### config.mk
export PLATFORM = sky130hd
export DESIGN_NAME = rbaa_mul
export DESIGN_NICKNAME = d
export VERILOG_FILES = /design/src/rtl/rbaa_pkg.sv /design/src/rtl/rbaa_mul.sv
export SDC_FILE = /design/constraint.sdc
export NUM_CORES = 2
export LEC_CHECK = 0
export ABC_AREA = 1
export BUFFER_PORTS_ARGS = -buffer_cell sky130_fd_sc_hd__buf_2
export CORE_ASPECT_RATIO = 0.8
export CORE_MARGIN = 10
export CORE_UTILIZATION = 45
export CTS_CLUSTER_SIZE = 10
export DETAILED_ROUTE_END_ITERATION = 10
export GPL_ROUTABILITY_DRIVEN = 1
export PLACE_DENSITY = 0.69
export SYNTH_ARGS = -nofsm -noshare
export SYNTH_HDL_FRONTEND = slang
export SYNTH_SLANG_ARGS = --single-unit
export TNS_END_PERCENT = 20
### constraint.sdc
create_clock -name clk -period 7.4 [get_ports clk]
set_clock_uncertainty 0.15 [all_clocks]
set_input_delay 1.11 -clock clk [delete_from_list [all_inputs] [get_ports clk]]
set_output_delay 1.11 -clock clk [all_outputs]
set_load 0.01 [all_outputs]
### src/rtl/rbaa_pkg.sv
// Shared constants, register and mode codes, and helpers for the angular acceleration block.
package rbaa_pkg;

  localparam int DATA_WIDTH_DEF = 32;
  localparam int FRAC_BITS_DEF  = 16;

  // Pipelined multiplier: limb width of the partial products and stage count.
  localparam int MUL_LIMB = 32;
  localparam int MUL_LAT  = 5;

  // Reset value of the diagonal moments (1.0 in Q16.16).
  localparam int INERTIA_RST = 65536;

  localparam logic [2:0] MODE_FULL      = 3'd0;
  localparam logic [2:0] MODE_PLANE     = 3'd1;
  localparam logic [2:0] MODE_PRINCIPAL = 3'd2;
  localparam logic [2:0] MODE_AXISYM    = 3'd3;
  localparam logic [2:0] MODE_EQUAL     = 3'd4;

  localparam logic [2:0] REG_MODE = 3'd0;
  localparam logic [2:0] REG_IXX  = 3'd1;
  localparam logic [2:0] REG_IYY  = 3'd2;
  localparam logic [2:0] REG_IZZ  = 3'd3;
  localparam logic [2:0] REG_PXY  = 3'd4;
  localparam logic [2:0] REG_PXZ  = 3'd5;
  localparam logic [2:0] REG_PYZ  = 3'd6;

  function automatic int max2(input int x, input int y);
    return (x > y) ? x : y;
  endfunction

endpackage

### src/rtl/rbaa_mul.sv
// Pipelined signed multiplier built from limb-sized partial products.
module rbaa_mul #(
  parameter int AW = 33,
  parameter int BW = 32
) (
  input  logic                          clk,
  input  logic [rbaa_pkg::MUL_LAT-1:0]  en,
  input  logic signed [AW-1:0]          a,
  input  logic signed [BW-1:0]          b,
  output logic signed [AW+BW-1:0]       p
);
  import rbaa_pkg::*;

  localparam int NA = (AW + MUL_LIMB - 1) / MUL_LIMB;
  localparam int NB = (BW + MUL_LIMB - 1) / MUL_LIMB;
  localparam int AP = NA * MUL_LIMB;
  localparam int BP = NB * MUL_LIMB;
  localparam int PW = AW + BW;
  localparam int RW = (NB + 1) * MUL_LIMB;
  localparam int TW = (NA + NB + 1) * MUL_LIMB;

  logic [AW-1:0]           a_abs;
  logic [BW-1:0]           b_abs;
  logic [AP-1:0]           am;
  logic [BP-1:0]           bm;
  logic [MUL_LAT-2:0]      neg;
  logic [2*MUL_LIMB-1:0]   pp [NA][NB];
  logic [RW-1:0]           row [NA];
  logic [RW-1:0]           row_next [NA];
  logic [TW-1:0]           acc;
  logic [PW-1:0]           tot;

  always_comb begin
    a_abs = a[AW-1] ? AW'(-a) : AW'(a);
    b_abs = b[BW-1] ? BW'(-b) : BW'(b);
  end

  always_comb begin
    for (int i = 0; i < NA; i++) begin
      row_next[i] = '0;
      for (int j = 0; j < NB; j++) begin
        row_next[i] = row_next[i] + (RW'(pp[i][j]) << (j * MUL_LIMB));
      end
    end
  end

  always_comb begin
    acc = '0;
    for (int i = 0; i < NA; i++) begin
      acc = acc + (TW'(row[i]) << (i * MUL_LIMB));
    end
  end

  always_ff @(posedge clk) begin
    if (en[0]) begin
      am     <= AP'(a_abs);
      bm     <= BP'(b_abs);
      neg[0] <= a[AW-1] ^ b[BW-1];
    end
    if (en[1]) begin
      for (int i = 0; i < NA; i++) begin
        for (int j = 0; j < NB; j++) begin
          pp[i][j] <= am[i*MUL_LIMB +: MUL_LIMB] * bm[j*MUL_LIMB +: MUL_LIMB];
        end
      end
      neg[1] <= neg[0];
    end
    if (en[2]) begin
      for (int i = 0; i < NA; i++) row[i] <= row_next[i];
      neg[2] <= neg[1];
    end
    if (en[3]) begin
      tot    <= acc[PW-1:0];
      neg[3] <= neg[2];
    end
    if (en[4]) begin
      p <= neg[3] ? -$signed(tot) : $signed(tot);
    end
  end

endmodule

==> metrics <==
dpl cells=8295; Final period util=96.7%; Die X=408 um; syn_nets=7916; Worst Path Max Fanout=32; Area growth syn-to-layout=9.83%; Starting Density=45.5%; CTS H-tree lvls=2; critical path type=register to register; final hold viol count=0; core footprint=119000 um2; share of cells above drive strength 1=6.56%; CTS Buffer Depth=3; Seq cells post-synth=391; largest net degree at the start of global routing=81; hpwl dp=123 mm; Gate Count Post-Synth=6650; Ports=136; Tot GR Track Use=21.9%; Final Critical Period=7.16 ns; Reg clk slew, reported paths=0.05 ns; initial antenna violation count=1; Crit-path slowest cell=fa_1; Clk Latency, worst-skew pair=0.60 ns; hold buffers post-CTS=0; wire length per cell=17.5 um; final WL=147 mm; IO buf count=135; R2R Setup Slk=0.24 ns; global-route wire length before repair=235 mm; CP most frequent cell=fa_1; drc violations=0; Synth Cell Area=54100 um2; # nets final=8056; Final GP Congestion=1.01; # rows=113; First DRT Iteration DRCs=3619; synth unique cells=43; Setup crit start kind=register; CTS root buf=clkbuf_16; RSZ-0062 raised after global routing=yes; Worst slew margin=31.6%; Post-DRT Antenna Nets=0; Max Fclk=140 MHz; Filler cells=11300; sequential share of the synthesized area=21.7%; Avg Vias per Cell=4.92; CTS tree=built; Slew Limit Fails=0; Synth Area per Inst=8.14 um2; n_diodes=0; CP max stage delay=0.54 ns; Finished Layout Cells=8413; max_cap viols=0; crit path DAT=7.33 ns; Vias=41400; most frequent cells in the layout=nand2_1 (1970), inv_1 (1920), fa_1 (897); Synth Warn #=0; post-route design area=59500 um2; status=finished clean; grt total ovfl=0; vias in the first global route=42500; Setup violations, final=0; CTS sink count=391; Area after DPL=57400 um2; crit path capture type=register; critical path data required time=7.57 ns; Inserted Clock Buffers=48; DIE AREA=135000 um2; Worst-Margin Slew=1.03 ns; Die Height=330 um; drt pass-1 iters=6; commonest non-fill, non-tap cell in the layout=nand2_1; worst hold path type=register to register
-- layer usage --
layer | vias to the layer above | global-route usage, % | part of all wire, %
met4 | 2 | 5.25 | 2.4
met3 | 211 | 3.50 | 8.0
met5 | - | 0 | 0.0082
met1 | 20300 | 31.4 | 44
met2 | 1568 | 34.8 | 45
li1 | 19400 | - | -
-- critical path, delay by kind of cell, from the launching register on --
family / cells / cell delay (ns)
flops: 1 / 0.53
fa+ha+maj: 9 / 4.35
buf+inv: 7 / 0.63
simple gates: 9 / 1.19
-- final timing paths --
kind | cells past startpoint | to | startpoint
worst min register to register | 0 | row[0][28] | pp[0][28]
worst max-delay path | 25 | pp[0][39] | bm[3]
worst max register to register | 25 | pp[0][39] | bm[3]
worst min-delay path | 0 | row[0][28] | pp[0][28]
-- stage by stage --
step	worst slack, ns	hold WS [ns]	utilization (%)	setup TNS [ns]
2_1_floorplan	0.824	0.250	-	0
3_3_place_gp	0.0119	0.253	48.2	0
3_5_place_dp	-0.0116	0.255	48.2	-0.0116
4_1_cts	0.00590	0.247	49.4	0
5_1_grt	0.00238	0.249	49.9	0
6_report	0.241	0.253	49.9	0
-- flip-flops by register name, indices dropped and copies added, names as in the netlist --
name  flops
pp       96
am       33
row      96
tot      65
bm       32
neg       4
p        65
-- repair_timing --
item | CTS | global route
endpoints found under the setup margin | 1 | 33
hold endpoints to repair | 0 | 0
resized for setup | 0 | 18
pin swaps | 0 | 0
buffers inserted | 4 | 51
-- Yosys cell counts (all sizes together) --
master  instances  area share (%)
nand2        1980              14
inv          1920              13
fa            897              33
edfxtp        391              22
nor2          305             2.2
ha            298             6.9
clkbuf        239             1.7
nand3         156             1.5
xor2          134             2.2
a21oi          96            0.89
o21ai          68            0.66
nand4          45            0.53
nor3           42            0.44
xnor2          27            0.44
o21bai         14            0.19
o21a            6           0.083
nand3b          5           0.076
or2             5           0.058
a31oi           3           0.035
and2            3           0.035
buf             3           0.035
nor4            3           0.035
a21o            2           0.028
and3            2           0.025
a31o            1           0.016
clkinv          1          0.0069
o211ai          1           0.014
o31ai           1           0.014
o41ai           1           0.016
or3             1           0.012
-- final cells by class --
| class | count | area (um2) | area share (%) |
|---|---|---|---|
| Multi-Input combinational cell | 4096 | 34300 | 57.7 |
| Sequential cell | 391 | 11700 | 19.7 |
| Inverter | 1921 | 7210 | 12.1 |
| Timing Repair Buffer | 332 | 2770 | 4.67 |
| Tap cell | 1610 | 2010 | 3.39 |
| Clock buffer | 51 | 1230 | 2.07 |
| Clock inverter | 12 | 153 | 0.257 |
-- kinds of logic after synthesis --
logic type	count (synthesis)	synth area share, %
simple gates	2547	18.7
xor+xnor	161	2.60
fa+ha+maj	1195	40.1
flops	391	21.7
compound gates	193	1.94
buf+inv	2163	15.0
Power is not shown: default switching activity piles up to over one toggle a cycle in this logic, so the estimate is an artifact.
